## src/hdl/priority_schedule_chart_core_defines.svh

```systemverilog
// Assertion macros for the priority schedule chart core.
`ifndef PRIORITY_SCHEDULE_CHART_CORE_DEFINES_SVH
`define PRIORITY_SCHEDULE_CHART_CORE_DEFINES_SVH
`ifndef SYNTH
`define PSC_ASSERT_HOLDS(label, clk, rst, expr) \
   label: assert property (@(posedge clk) disable iff (rst) (expr)) \
      else $error("psc: invariant violated");
`define PSC_ASSERT_IMPLIES(label, clk, rst, ante, cons) \
   label: assert property (@(posedge clk) disable iff (rst) (ante) |-> (cons)) \
      else $error("psc: implication violated");
`else
`define PSC_ASSERT_HOLDS(label, clk, rst, expr)
`define PSC_ASSERT_IMPLIES(label, clk, rst, ante, cons)
`endif
`endif

```

## src/hdl/psc_pkg.sv

```systemverilog
// Shared types and constants of the priority schedule chart core.
package psc_pkg;

   localparam int MaxProcs   = 16;
   localparam int MaxResults = 48;
   localparam int IdxW       = $clog2(MaxProcs);
   localparam int CntW       = $clog2(MaxProcs + 1);
   localparam int ResW       = $clog2(MaxResults + 1);
   localparam int TimeW      = 21;
   localparam int IdW        = 8;
   localparam int ArrW       = 16;
   localparam int BurstW     = 16;
   localparam int PrioW      = 8;

   typedef struct packed {
      logic [IdW-1:0]    id;
      logic [ArrW-1:0]   arrival;
      logic [BurstW-1:0] burst;
      logic [PrioW-1:0]  prio;
   } proc_entry_type;

   typedef enum logic [2:0] {
      ST_LOAD,
      ST_SCAN,
      ST_PRE,
      ST_DEC,
      ST_PUSH,
      ST_FIN
   } state_type;

endpackage

```

## src/hdl/priority_schedule_chart_core.sv

```systemverilog
// Each request is written to the table while loading, up to MaxProcs entries. A running section
// takes a table scan, a second scan for preemption in preemptive mode, then a decide step and a
// push step; an idle section takes a scan and a push. All scans share the single table read port.
// One section is held back so the last can be marked; the walk ends with a finish step.
// Sections stream out through a one-deep output register; a push waits while it is full.
// Synchronous reset clears control state, count, time and mode; the table is undefined.
`include "priority_schedule_chart_core_defines.svh"

module priority_schedule_chart_core (
   input  logic        clock,
   input  logic        reset,
   input  logic        req_valid,
   output logic        req_ready,
   input  logic [7:0]  req_proc_id,
   input  logic [15:0] req_arrival_time,
   input  logic [15:0] req_burst_length,
   input  logic [7:0]  req_priority_level,
   input  logic        req_last_process,
   output logic        rsp_valid,
   input  logic        rsp_ready,
   output logic [20:0] rsp_section_start,
   output logic [20:0] rsp_section_end,
   output logic [7:0]  rsp_section_process,
   output logic        rsp_last_section,
   input  logic        csr_write_enable,
   input  logic        csr_write_data
);

   localparam int TW = psc_pkg::TimeW;
   localparam int IW = psc_pkg::IdxW;
   localparam int CW = psc_pkg::CntW;
   localparam int RW = psc_pkg::ResW;
   localparam int BW = psc_pkg::BurstW;

   psc_pkg::proc_entry_type table_ff [psc_pkg::MaxProcs];
   psc_pkg::proc_entry_type rdata_ff;

   psc_pkg::state_type state_ff, state_in;

   logic          mode_ff, mode_in;
   logic [CW-1:0] count_ff, count_in;
   logic [TW-1:0] time_ff, time_in;
   logic [RW-1:0] k_ff, k_in;
   logic [CW-1:0] iss_ff, iss_in;
   logic          dv_ff, dv_in;
   logic [IW-1:0] dix_ff, dix_in;
   logic          found_ff, found_in;
   logic          any_ff, any_in;
   logic [TW-1:0] na_ff, na_in;
   logic [IW-1:0] best_ff, best_in;
   psc_pkg::proc_entry_type bent_ff, bent_in;
   logic [TW-1:0] end_ff, end_in;
   logic [TW-1:0] ns_start_ff, ns_start_in;
   logic [TW-1:0] ns_end_ff, ns_end_in;
   logic [7:0]    ns_proc_ff, ns_proc_in;
   logic [TW-1:0] pd_start_ff, pd_start_in;
   logic [TW-1:0] pd_end_ff, pd_end_in;
   logic [7:0]    pd_proc_ff, pd_proc_in;
   logic          pd_vld_ff, pd_vld_in;
   logic          rv_ff, rv_in;
   logic [TW-1:0] r_start_ff, r_start_in;
   logic [TW-1:0] r_end_ff, r_end_in;
   logic [7:0]    r_proc_ff, r_proc_in;
   logic          r_last_ff, r_last_in;

   logic                    wr_en;
   logic [IW-1:0]           wr_addr;
   psc_pkg::proc_entry_type wr_data;

   logic          scan_done;
   logic          slot_free;
   logic          load_go;
   logic          idle_gap;
   logic [TW-1:0] q_arr;

   assign scan_done = (iss_ff == count_ff) && !dv_ff;
   assign slot_free = !rv_ff || rsp_ready;
   assign load_go   = req_valid && req_ready;
   assign idle_gap  = !found_ff && any_ff;
   assign q_arr     = TW'(rdata_ff.arrival);

   // next state
   always_comb begin
      state_in = state_ff;
      unique case (state_ff)
         psc_pkg::ST_LOAD: begin
            if (load_go && req_last_process) state_in = psc_pkg::ST_SCAN;
         end
         psc_pkg::ST_SCAN: begin
            if (scan_done) begin
               priority if (k_ff == RW'(psc_pkg::MaxResults) || (!found_ff && !any_ff))
                  state_in = psc_pkg::ST_FIN;
               else if (!found_ff)
                  state_in = psc_pkg::ST_PUSH;
               else if (mode_ff)
                  state_in = psc_pkg::ST_PRE;
               else
                  state_in = psc_pkg::ST_DEC;
            end
         end
         psc_pkg::ST_PRE: begin
            if (scan_done) state_in = psc_pkg::ST_DEC;
         end
         psc_pkg::ST_DEC: state_in = psc_pkg::ST_PUSH;
         psc_pkg::ST_PUSH: begin
            if (slot_free) state_in = psc_pkg::ST_SCAN;
         end
         psc_pkg::ST_FIN: begin
            if (slot_free) state_in = psc_pkg::ST_LOAD;
         end
         default: state_in = psc_pkg::ST_LOAD;
      endcase
   end

   // outputs of the state machine
   always_comb begin
      req_ready = (state_ff == psc_pkg::ST_LOAD);
   end

   // datapath
   always_comb begin
      mode_in     = csr_write_enable ? csr_write_data : mode_ff;
      count_in    = count_ff;
      time_in     = time_ff;
      k_in        = k_ff;
      iss_in      = iss_ff;
      dv_in       = 1'b0;
      dix_in      = dix_ff;
      found_in    = found_ff;
      any_in      = any_ff;
      na_in       = na_ff;
      best_in     = best_ff;
      bent_in     = bent_ff;
      end_in      = end_ff;
      ns_start_in = ns_start_ff;
      ns_end_in   = ns_end_ff;
      ns_proc_in  = ns_proc_ff;
      pd_start_in = pd_start_ff;
      pd_end_in   = pd_end_ff;
      pd_proc_in  = pd_proc_ff;
      pd_vld_in   = pd_vld_ff;
      rv_in       = rv_ff && !rsp_ready;
      r_start_in  = r_start_ff;
      r_end_in    = r_end_ff;
      r_proc_in   = r_proc_ff;
      r_last_in   = r_last_ff;
      wr_en       = 1'b0;
      wr_addr     = count_ff[IW-1:0];
      wr_data     = '{id: req_proc_id, arrival: req_arrival_time,
                      burst: req_burst_length, prio: req_priority_level};

      // issue table reads while a scan is running
      if ((state_ff == psc_pkg::ST_SCAN || state_ff == psc_pkg::ST_PRE)
          && iss_ff != count_ff) begin
         iss_in = iss_ff + CW'(1);
         dv_in  = 1'b1;
         dix_in = iss_ff[IW-1:0];
      end

      unique case (state_ff)
         psc_pkg::ST_LOAD: begin
            if (load_go) begin
               if (count_ff < CW'(psc_pkg::MaxProcs)) begin
                  wr_en    = 1'b1;
                  count_in = count_ff + CW'(1);
               end
               if (req_last_process) begin
                  time_in  = '0;
                  k_in     = '0;
                  iss_in   = '0;
                  found_in = 1'b0;
                  any_in   = 1'b0;
               end
            end
         end
         psc_pkg::ST_SCAN: begin
            if (dv_ff && rdata_ff.burst != '0) begin
               if (q_arr <= time_ff) begin
                  // strict compare keeps the lowest index on a tie
                  if (!found_ff || rdata_ff.prio > bent_ff.prio) begin
                     found_in = 1'b1;
                     best_in  = dix_ff;
                     bent_in  = rdata_ff;
                  end
               end else if (!any_ff || q_arr < na_ff) begin
                  any_in = 1'b1;
                  na_in  = q_arr;
               end
            end
            if (scan_done) begin
               end_in = time_ff + TW'(bent_ff.burst);
               iss_in = '0;
               if (idle_gap && k_ff != RW'(psc_pkg::MaxResults)) begin
                  ns_start_in = time_ff;
                  ns_end_in   = na_ff;
                  ns_proc_in  = '0;
                  time_in     = na_ff;
                  k_in        = k_ff + RW'(1);
               end
            end
         end
         psc_pkg::ST_PRE: begin
            // cut the section at the earliest higher-priority arrival
            if (dv_ff && rdata_ff.burst != '0 && rdata_ff.prio > bent_ff.prio
                && q_arr > time_ff && q_arr < end_ff)
               end_in = q_arr;
         end
         psc_pkg::ST_DEC: begin
            wr_en         = 1'b1;
            wr_addr       = best_ff;
            wr_data       = bent_ff;
            wr_data.burst = bent_ff.burst - BW'(end_ff - time_ff);
            ns_start_in   = time_ff;
            ns_end_in     = end_ff;
            ns_proc_in    = bent_ff.id;
            time_in       = end_ff;
            k_in          = k_ff + RW'(1);
         end
         psc_pkg::ST_PUSH: begin
            if (slot_free) begin
               if (pd_vld_ff) begin
                  rv_in      = 1'b1;
                  r_start_in = pd_start_ff;
                  r_end_in   = pd_end_ff;
                  r_proc_in  = pd_proc_ff;
                  r_last_in  = 1'b0;
               end
               pd_vld_in   = 1'b1;
               pd_start_in = ns_start_ff;
               pd_end_in   = ns_end_ff;
               pd_proc_in  = ns_proc_ff;
               iss_in      = '0;
               found_in    = 1'b0;
               any_in      = 1'b0;
            end
         end
         psc_pkg::ST_FIN: begin
            if (slot_free) begin
               if (pd_vld_ff) begin
                  rv_in      = 1'b1;
                  r_start_in = pd_start_ff;
                  r_end_in   = pd_end_ff;
                  r_proc_in  = pd_proc_ff;
                  r_last_in  = 1'b1;
               end
               pd_vld_in = 1'b0;
               count_in  = '0;
               time_in   = '0;
            end
         end
         default: ;
      endcase
   end

   always_ff @(posedge clock) begin
      if (wr_en) table_ff[wr_addr] <= wr_data;
      rdata_ff <= table_ff[iss_ff[IW-1:0]];
   end

   always_ff @(posedge clock) begin
      if (reset) begin
         state_ff  <= psc_pkg::ST_LOAD;
         mode_ff   <= 1'b0;
         count_ff  <= '0;
         time_ff   <= '0;
         k_ff      <= '0;
         iss_ff    <= '0;
         dv_ff     <= 1'b0;
         found_ff  <= 1'b0;
         any_ff    <= 1'b0;
         pd_vld_ff <= 1'b0;
         rv_ff     <= 1'b0;
      end else begin
         state_ff  <= state_in;
         mode_ff   <= mode_in;
         count_ff  <= count_in;
         time_ff   <= time_in;
         k_ff      <= k_in;
         iss_ff    <= iss_in;
         dv_ff     <= dv_in;
         found_ff  <= found_in;
         any_ff    <= any_in;
         pd_vld_ff <= pd_vld_in;
         rv_ff     <= rv_in;
      end
   end

   always_ff @(posedge clock) begin
      dix_ff      <= dix_in;
      na_ff       <= na_in;
      best_ff     <= best_in;
      bent_ff     <= bent_in;
      end_ff      <= end_in;
      ns_start_ff <= ns_start_in;
      ns_end_ff   <= ns_end_in;
      ns_proc_ff  <= ns_proc_in;
      pd_start_ff <= pd_start_in;
      pd_end_ff   <= pd_end_in;
      pd_proc_ff  <= pd_proc_in;
      r_start_ff  <= r_start_in;
      r_end_ff    <= r_end_in;
      r_proc_ff   <= r_proc_in;
      r_last_ff   <= r_last_in;
   end

   assign rsp_valid           = rv_ff;
   assign rsp_section_start   = r_start_ff;
   assign rsp_section_end     = r_end_ff;
   assign rsp_section_process = r_proc_ff;
   assign rsp_last_section    = r_last_ff;

   `PSC_ASSERT_HOLDS(a_count_bound, clock, reset, count_ff <= CW'(psc_pkg::MaxProcs))
   `PSC_ASSERT_HOLDS(a_sections_bound, clock, reset, k_ff <= RW'(psc_pkg::MaxResults))
   `PSC_ASSERT_IMPLIES(a_section_order, clock, reset, rv_ff, r_end_ff >= r_start_ff)
   `PSC_ASSERT_IMPLIES(a_no_pending_in_load, clock, reset, state_ff == psc_pkg::ST_LOAD, !pd_vld_ff)
   `PSC_ASSERT_IMPLIES(a_read_in_scan, clock, reset, dv_ff, state_ff == psc_pkg::ST_SCAN || state_ff == psc_pkg::ST_PRE)

endmodule

```

## config.mk

```make
export PLATFORM = sky130hd
export DESIGN_NAME = priority_schedule_chart_core
export DESIGN_NICKNAME = d
export VERILOG_FILES = /design/src/hdl/psc_pkg.sv /design/src/hdl/priority_schedule_chart_core.sv
export VERILOG_INCLUDE_DIRS = /design/src /design/src/hdl
export SDC_FILE = /design/constraint.sdc
export NUM_CORES = 1
export LEC_CHECK = 0
export CORE_ASPECT_RATIO = 0.75
export CORE_UTILIZATION = 45
export DETAILED_ROUTE_END_ITERATION = 8
export DONT_BUFFER_PORTS = 1
export PLACE_DENSITY = 0.65
export SLEW_MARGIN = 25
export SYNTH_ARGS = -nofsm -noshare
export SYNTH_HDL_FRONTEND = slang
export SYNTH_SLANG_ARGS = --single-unit
```

## constraint.sdc

```tcl
create_clock -name clock -period 7.9 [get_ports clock]
set_input_delay 0.79 -clock clock [delete_from_list [all_inputs] [get_ports clock]]
set_output_delay 0.79 -clock clock [all_outputs]
set_load 0.01 [all_outputs]
```

---- Word level (Yosys, flattened, before mapping) ----
Memory sizes are Yosys's and may differ from the RTL's. A register that Yosys moved wholly into a read port is not among the register bits.
Cells that the tools add are included.
W data, S select, Z words.
storage, ports and cells
  register bits ........................... 290
  memory bits (writable) .................. 768
  logic and storage cells ................. 184
  memories ................................ 1
cells by class
  add/sub/neg operators ................... 6
  magnitude comparators ................... 6
  eq/ne operators ......................... 26
  muxes and demuxes ....................... 69
  bitwise logic cells ..................... 1
  reductions and logical operators ........ 46
memory list
  name      words  bits a word  rd ports  clocked after Yosys merged registers in  wr ports  line                                RTL
  table_ff  16     48           1         1                                        1         priority_schedule_chart_core.sv:35  psc_pkg::proc_entry_type table_ff [psc_pkg::MaxProcs];
operator list
  cell                  count
  $mux W21              9
  $pmux W21 S2          3
  $pmux W21 S4          1
  $mux W48              1
  $mux W5               8
  $sub A16 B16 Y16      2
  $mux W6               4
  $mux W1               23
  $add A21 B16 Y21      1
  $gt A16 B21 Y1        1
  $le A16 B21 Y1        1
  $lt A16 B21 Y1        1
  $mux W3               7
  $ne A2 B1 Y1 const B  10
  $pmux W3 S6           1
  $pmux W6 S3           1
  $lt A16 B16 Y1        1
  $mux W8               2
  $pmux W8 S2           1
  $reduce_bool A16 Y1   1
  $pmux W5 S3           1
  $reduce_and A5 Y1     3
  $ne A2 B2 Y1 const B  7
  $reduce_and A7 Y1     2
  other kinds (28)      62

---- Depth between registers and ports, before layout ----
Gate-level depths: netlist of the first run.
  depth in word-level cells ............... 7
  mapped depth ............................ 13
  mapped depth without buffers ............ 13

---- Least setup slack after synthesis of the first run ----
OpenSTA, ideal clock, no wires.
  kind .................................... input-to-reg
  start ................................... input rsp_ready
  end ..................................... register pd_end_ff[0] (enable)
  data arrival time ....................... 5.808 ns
  required time ........................... 7.315 ns
  slack ................................... 1.507 ns
  cell stages on the path ................. 3
  buffers on the path ..................... 1
  cells stage by stage .................... nor2b_1 clkbuf_1 nor4_1
on the way
  word-level cells in the longest chain between the ends .. 2
ends and longest elaborated chain
  what                                line                                 RTL
  start: declaration                  priority_schedule_chart_core.sv:20   input logic rsp_ready,
  $logic_or A1 B1 Y1                  priority_schedule_chart_core.sv:77   assign slot_free = !rv_ff || rsp_ready;
  $reduce_and A2 Y1 (no source line)  --
  end signal: assignment              priority_schedule_chart_core.sv:298  pd_end_ff <= pd_end_in;
  end: declaration                    priority_schedule_chart_core.sv:57   logic [TW-1:0] pd_end_ff, pd_end_in;
No other way between the ends.
A chain may end at the register's enable or synchronous reset.

---- Final worst setup path of the first run ----
  start ................................... register state_ff[0]
  end ..................................... memory table_ff[0][13] (netlist bit) (enable)
on the way
  word-level cells in the longest chain between the ends .. 6
  elaborated cells on any way between the ends .. 8
  classes of those cells .................. eq/ne: 1; mux: 5; reduce/logical: 2
ends and longest elaborated chain
  what                           line                                                                      RTL
  start: declaration             priority_schedule_chart_core.sv:38                                        psc_pkg::state_type state_ff, state_in;
  start signal: assignment       priority_schedule_chart_core.sv:262                                       state_ff <= psc_pkg::ST_LOAD;
  start signal: assignment       priority_schedule_chart_core.sv:274                                       state_ff <= state_in;
  $logic_not A3 Y1               priority_schedule_chart_core.sv:117, priority_schedule_chart_core.sv:160
  $logic_and A1 B1 Y1            priority_schedule_chart_core.sv:78                                        assign load_go = req_valid && req_ready;
  $mux W1                        priority_schedule_chart_core.sv:162                                       if (load_go) begin
  $pmux W1 S2                    priority_schedule_chart_core.sv:160                                       unique case (state_ff)
  $mux W1                        priority_schedule_chart_core.sv:256                                       if (wr_en) table_ff[wr_addr] <= wr_data;
  $mux W1 (not written as such)  priority_schedule_chart_core.sv:256
  end: declaration               priority_schedule_chart_core.sv:35
Parallel ways exist; a longest one is shown, timed or not.

==> impl_metrics.tcl, run 1 <==
set metrics [dict create \
    cts-hold-fix-buffers 0 \
    yosysSeqAreaShare_pct 73.92 \
    cts_htree_levels 3 \
    critPathKind "reg2reg" \
    numPlacedInstances 3555 \
    reg2regPathDepth 7 \
    grt_pass1_vias 22022 \
    rsz0062_at_grt "no" \
    nFillCells 7524 \
    vias 21674 \
    hp-class "in2reg" \
    area_delta_synth_final_pct 12.32 \
    hpwl_mm 56.37 \
    cp_top_family "simple AND/OR/NAND/NOR gates" \
    cts-root-buf "clkbuf_16" \
    maxCapViolations 0 \
    yosys.area_share.simple_pct 3.691 \
    setup_viol 0 \
    numCtsBuffers 103 \
    synth_async_sr_flop_share_pct 0 \
    ir_drop_mv 0.1883 \
    cp-endpoint "table_ff[0][13]$_DFFE_PP_" \
    cts_tree "done" \
    synth_fa_ha_area_share_pct 3.313 \
    fin_skew_ns 0.02924 \
    post_synth.cell_area_avg_um2 18.96 \
    antenna_cells 0 \
    cp_max_fo 36 \
    track_usage_pct 20.65 \
    post_cts_buffers 0 \
    ys_types 54 \
    finalHoldViolCount 0 \
    path_depth 7 \
    r2r_start "state_ff[0]$_SDFFE_PP0P_" \
    ant_nets 0 \
    max-clock-path-buffers 3 \
    cts_resized 0 \
    ys.warnings.count 0 \
    worstPathArrival_ns 4.31 \
    worst_slew_pin_slew_ns 1.078 \
    wirelength_mm 100.1 \
    synth-edff-count 1012 \
    start_kind "flip-flop" \
    die_x_um 361.7 \
    ys_ff_latch 1106 \
    cp_common_cell "buf_4" \
    crit_buf_inv 2 \
    coreArea_um2 95760 \
    critPathCaptureType "flip-flop" \
    ys.flop_type "edfxtp_1" \
    synth_top_family_by_area "multiplexers" \
    yosysTopAreaCell "edfxtp_1" \
    die_area_um2 98270 \
    synthTopCellsByArea "edfxtp_1 70%, mux4_2 12%, dfxtp_1 4.3%" \
    timing.final.crit_share_pct 50.68 \
    insertion_delay_ns 0.71 \
    crit_start "state_ff[0]$_SDFFE_PP0P_" \
    dr.pass1.iters 6 \
    syn_inst 2302 \
    status "completed" \
    min-delay-start "reset" \
    p_leak_nw 15.90 \
    wl_per_cell_um 26.68 \
    finalSetupTns_ns 0 \
    boundaryPins 108 \
    grt_overflow 0 \
    synth_compound_area_share_pct 3.462 \
    slew_headroom_pct 27.78 \
    nNetsFinal 2523 \
    cpPeakStageDelay_ns 0.71 \
    cts.reportedPaths.clkPinSlew_ns 0.06 \
    synth_area_um2 43660 \
    worst_r2r_endpoint "table_ff[0][13]$_DFFE_PP_" \
    required_ns 8.21 \
    gp_congestion 0.8857 \
    netlist.area_leader.share_pct 69.61 \
    crit_chain "nor2b_1 > buf_4 > nand2_4 > nor2_1 > a22oi_1 > nor2_4 > buf_4" \
    fin_crit_ns 4.004 \
    grt_pass1_wl_mm 147.6 \
    reg2reg_slack_ns 3.90 \
    io_buffers 0 \
    synth.area.mux_share_pct 12.84 \
    clock.fmax_ghz 0.2497 \
    maxSlewViolCount 0 \
    rows 98 \
    vias_per_cell 5.777 \
    initial_utilization_pct 45.59 \
    clock_sinks 1106 \
    syn_nets 2463 \
    slowest_stage "buf_4" \
    final-instance-count-excl-fill 3752 \
    grt_start_max_net_pins 156 \
    synth_xor_area_share_pct 0.9028 \
    drc_errors 0 \
    drt_iter0_markers 2430 \
    antenna_found_initial 6 \
    die-height_um 271.7 \
    cellPowerDensity_nw_per_um2 253.0 \
    drive_above_1_share_pct 19.66 \
]
==> logic make-up after synthesis <==
logic type | after synthesis
AOI/OAI and AO/OA | 240
xor gates and xnor gates | 45
adders and majority gates | 106
buffers and inverters | 207
DFF | 1106
muxes | 260
and+or+nand+nor | 338
==> stage by stage <==
stage                     instance area [um^2]  hold WS [ns]  util, %  setup slack (ns)  power (mW)
final                                    49030        0.1620    51.20             3.896       12.41
after global routing                     49030        0.1182    51.20             3.731       12.79
after global placement                   45430        0.3904    47.44             4.047       7.393
after CTS                                48950        0.1016    51.12             3.901       12.52
after floorplan                          43660        0.3855        -             1.507       7.166
after detailed placement                 45440        0.3895    47.45             3.944       7.416
==> cell usage in the layout (no fill, tap or decap), types with 19 or more instances in the layout <==
cell       instances
edfxtp_1        1012
mux4_2           240
nand2_1          127
inv_1            111
clkbuf_16        107
ha_1              90
dfxtp_1           89
nor2_1            62
o21ai_0           62
a21oi_1           56
buf_4             41
xor2_1            28
a21o_1            28
clkbuf_1          22
o31ai_1           21
and3_1            20
mux2i_1           20
clkinv_1          19
==> report_power, final <==
part / internal [mW] / switching, mW / leakage, nW
logic: 0.264 / 0.389 / 4.27
registers: 6.53 / 0.114 / 9.93
clock network: 2.98 / 2.13 / 1.70
total: 9.77 / 2.64 / 15.9
==> worst min-delay path by stage <==
stage,endpoint,slack [ns],cells after the start
after floorplan,bent_ff[40]$_DFFE_PP_,0.39,0
after CTS,mode_ff$_SDFFE_PP0P_,0.10,1
after detailed placement,bent_ff[47]$_DFFE_PP_,0.39,0
after global routing,time_ff[18]$_SDFFE_PP0P_,0.12,1
after global placement,bent_ff[40]$_DFFE_PP_,0.39,0
final,time_ff[17]$_SDFFE_PP0P_,0.16,1
==> sequential cells by signal, indices dropped and copies added, names as in the netlist, 21 cells and up <==
| register | flops |
|---|---|
| bent_ff | 48 |
| time_ff | 21 |
| end_ff | 21 |
| rsp_section_end | 21 |
| ns_end_ff | 21 |
| ns_start_ff | 21 |
| rdata_ff | 32 |
| rsp_section_start | 21 |
| pd_start_ff | 21 |
| table_ff | 768 |
| pd_end_ff | 21 |
==> Yosys cell counts (all sizes together) (17+ instances only) <==
library cell	instances
mux2i	20
nor2	79
and3	21
dfxtp	94
o21ai	66
nor3	17
inv	111
xnor2	17
a21oi	56
nand2	128
ha	90
xor2	28
edfxtp	1012
o31ai	21
mux4	240
buf	35
a21o	28
clkbuf	61
==> routing by layer <==
metal / part of all wire [%] / vias to the layer above / GRT usage (%)
met5: 0.023 / - / 0
met4: 2.3 / 4 / 5.854
met3: 7.0 / 134 / 4.167
met2: 47 / 771 / 31.88
met1: 44 / 11462 / 29.93
li1: - / 9303 / -
==> layout make-up <==
type	instances	area (um^2)	area share, %
clock buffer	133	2815	5.742
tap	1300	1627	3.317
sequential	1106	32280	65.84
inverter	111	416.7	0.8498
timing repair buffer	51	454.2	0.9263
multi-input combinational	989	10740	21.90
clock inverter	62	695.7	1.419
Note: power is estimated with default switching activity, not from simulation.
==> inputs of run 2 (changes only) <==
- ABC_AREA: not set -> 1
- clock period: 7.9 -> 4 ns (I/O delays scaled with it)
==> impl_metrics.tcl, run 2 <==
set metrics [dict create \
    status "completed" \
    track_usage_pct 22.51 \
    timing.final.crit_share_pct 85.39 \
    rows 100 \
    hp-class "in2reg" \
    grt_overflow 0 \
    gp_congestion 0.9384 \
    drt_iter0_markers 3116 \
    synth_top_cells_by_count "1012 x edfxtp_1, 575 x nor2_1, 434 x nand2_1, 256 x o21ai_0, 193 x inv_1" \
    die_area_um2 101800 \
    mostFrequentLayoutCell "edfxtp_1" \
    wl_per_cell_um 23.22 \
    regMostFlops "table_ff" \
    fin_skew_ns 0.02583 \
    cts_htree_levels 3 \
    cpPeakStageDelay_ns 0.75 \
    die-height_um 276.5 \
    numCtsBuffers 100 \
    required_ns 4.37 \
    synth_async_sr_flop_share_pct 0 \
    finalHoldViolCount 0 \
    vias 27971 \
    grt_pass1_vias 26563 \
    p_leak_nw 17.29 \
    mostFrequentLayoutCells "1012 x edfxtp_1, 557 x nor2_1, 433 x nand2_1" \
    rsz0062_at_grt "no" \
    synth.most_common_cell "edfxtp_1" \
    yosysSeqAreaShare_pct 71.36 \
    critPathCaptureType "flip-flop" \
    cts.reportedPaths.clkPinSlew_ns 0.07 \
    grt_start_max_net_pins 212 \
    boundaryPins 108 \
    yosysTopAreaCell "edfxtp_1" \
    ys.flop_type "edfxtp_1" \
    synth-edff-count 1012 \
    dr.pass1.iters 6 \
    clock_sinks 1106 \
    nFillCells 8460 \
    nNetsFinal 3714 \
    area_delta_synth_final_pct 11.50 \
    slew_headroom_pct 29.84 \
    drc_errors 0 \
    die_x_um 368.1 \
    drive_above_1_share_pct 8.766 \
    whs_ns 0.06297 \
    worst_slew_pin_slew_ns 1.052 \
    crit_chain "ha_1 > inv_1 > ha_1 > inv_1 > fa_1 > o21ai_0 > nand2_1 > nand2_1 > a21oi_1 > xor2_1 > o21ai_1" \
    cp_max_fo 16 \
    cts_resized 0 \
    ir_drop_mv 0.4421 \
    cp_top_family "compound AO/OA/AOI/OAI gates" \
    worstPathArrival_ns 3.78 \
    maxCapViolations 0 \
    ys_ff_latch 1106 \
    reg.largest.list "table_ff x768, bent_ff x48, rdata_ff x32" \
    cellPowerDensity_nw_per_um2 599.9 \
    cts-root-buf "clkbuf_16" \
    wirelength_mm 115.3 \
    insertion_delay_ns 0.70 \
    io_buffers 0 \
    antenna_found_initial 3 \
    start_kind "flip-flop" \
    max-clock-path-buffers 3 \
    ant_nets 0 \
    finalSetupTns_ns 0 \
    crit_buf_inv 2 \
    slowest_stage "o21ai_1" \
    largest_reg_flops 768 \
    setup_viol 0 \
    grt_pass1_wl_mm 171.1 \
    coreArea_um2 99350 \
    syn_inst 3529 \
    fin_crit_ns 3.416 \
    critPathKind "reg2reg" \
    hpwl_mm 67.38 \
    synthTopCellsByArea "edfxtp_1 67%, nor2_1 4.8%, dfxtp_1 4.2%" \
    post_cts_buffers 0 \
    netlist.area_leader.share_pct 67.20 \
    synth_area_um2 45220 \
    vias_per_cell 5.633 \
    post_synth.cell_area_avg_um2 12.82 \
    ys_types 46 \
    syn_nets 3690 \
    maxSlewViolCount 0 \
    initial_utilization_pct 45.52 \
    cts_tree "done" \
    clock.fmax_ghz 0.2928 \
    ys.warnings.count 0 \
]
==> run 2: cell types whose count changed in the layout (fill, tap and decap cells not counted), moves of 81 or more <==
cell,change
mux4_2,-240
nand3_1,+129
o221ai_1,+81
o21ai_0,+193
nor2_1,+495
o32ai_1,+111
nand2_1,+306
==> run 2: cells by family (layout without fill, tap and decap cells) <==
| group | Yosys count | after routing | synth area share (%) |
|---|---|---|---|
| simple gates | 1241 | 1241 | 11.28 |
| fa+ha+maj | 106 | 106 | 3.198 |
| other cells | 0 | 1 | 0 |
| xor+xnor | 29 | 29 | 0.5616 |
| mux | 81 | 81 | 1.793 |
| compound gates | 590 | 590 | 8.375 |
| flops | 1106 | 1106 | 71.36 |
| buf+inv | 376 | 486 | 3.439 |
==> run 2: per-stage QoR <==
step | utilization (%) | cell area [um^2] | total power, mW | setup slack [ns] | instances
global placement | 47.45 | 47140 | 20.84 | 0.3355 | 4772
floorplan | - | 45230 | 18.62 | 0.2338 | 3529
finish | 50.76 | 50420 | 30.25 | 0.5843 | 4966
CTS | 50.75 | 50410 | 30.32 | 0.5541 | 4965
global route | 50.76 | 50420 | 31.56 | 0.4087 | 4966
detailed placement | 47.45 | 47140 | 20.90 | 0.5694 | 4772
==> run 2: worst paths after layout <==
kind                                           start                         end  slack, ns  cells past startpoint
worst max register to register   end_ff[0]$_DFFE_PP_   table_ff[2][18]$_DFFE_PP_       0.58                     11
worst min-delay path                  req_proc_id[1]  table_ff[10][41]$_DFFE_PP_       0.06                      2
worst max-delay path             end_ff[0]$_DFFE_PP_   table_ff[2][18]$_DFFE_PP_       0.58                     11
worst min register to register  rdata_ff[42]$_DFF_P_       bent_ff[42]$_DFFE_PP_       0.41                      0
==> run 2: timing repair <==
item / CTS / global route
setup endpoints to repair: 0 / 0
hold buffers: 5 / 0
hold endpoints to repair: 15 / 0
==> run 2: final cells by class <==
cell class	instances	area, um^2	share of cell area (%)
inverters	200	759.5	1.506
repair buffers	98	935.9	1.856
clock inverters	61	548.0	1.087
well taps	1326	1659	3.290
clock buffers	127	2675	5.305
diodes	1	2.502	0.004963
multi-input cells	2047	11560	22.93
flip-flops and latches	1106	32280	64.02
==> run 2: routing by layer <==
metal	track usage (%)	share of wire [%]	vias to the layer above
met1	33.86	45	13802
met4	5.533	2.2	4
li1	-	-	12873
met2	33.71	45	1122
met5	0	0.016	-
met3	4.138	7.9	170
==> run 2: worst register-to-register path, cell delays in order (launching register included) <==
cell and delay [ns]:
edfxtp_1 0.43, ha_1 0.30, inv_1 0.06, ha_1 0.18, inv_1 0.07, fa_1 0.47
o21ai_0 0.31, nand2_1 0.10, nand2_1 0.15, a21oi_1 0.10, xor2_1 0.18, o21ai_1 0.75
==> run 2: power by group <==
group          internal (mW)  total, mW  switching [mW]  leakage (nW)
logic                   2.14       6.64            4.50          5.78
clock network           5.17       9.48            4.30          1.57
registers               13.6       14.1           0.585          9.94
total                   20.9       30.2            9.39          17.3
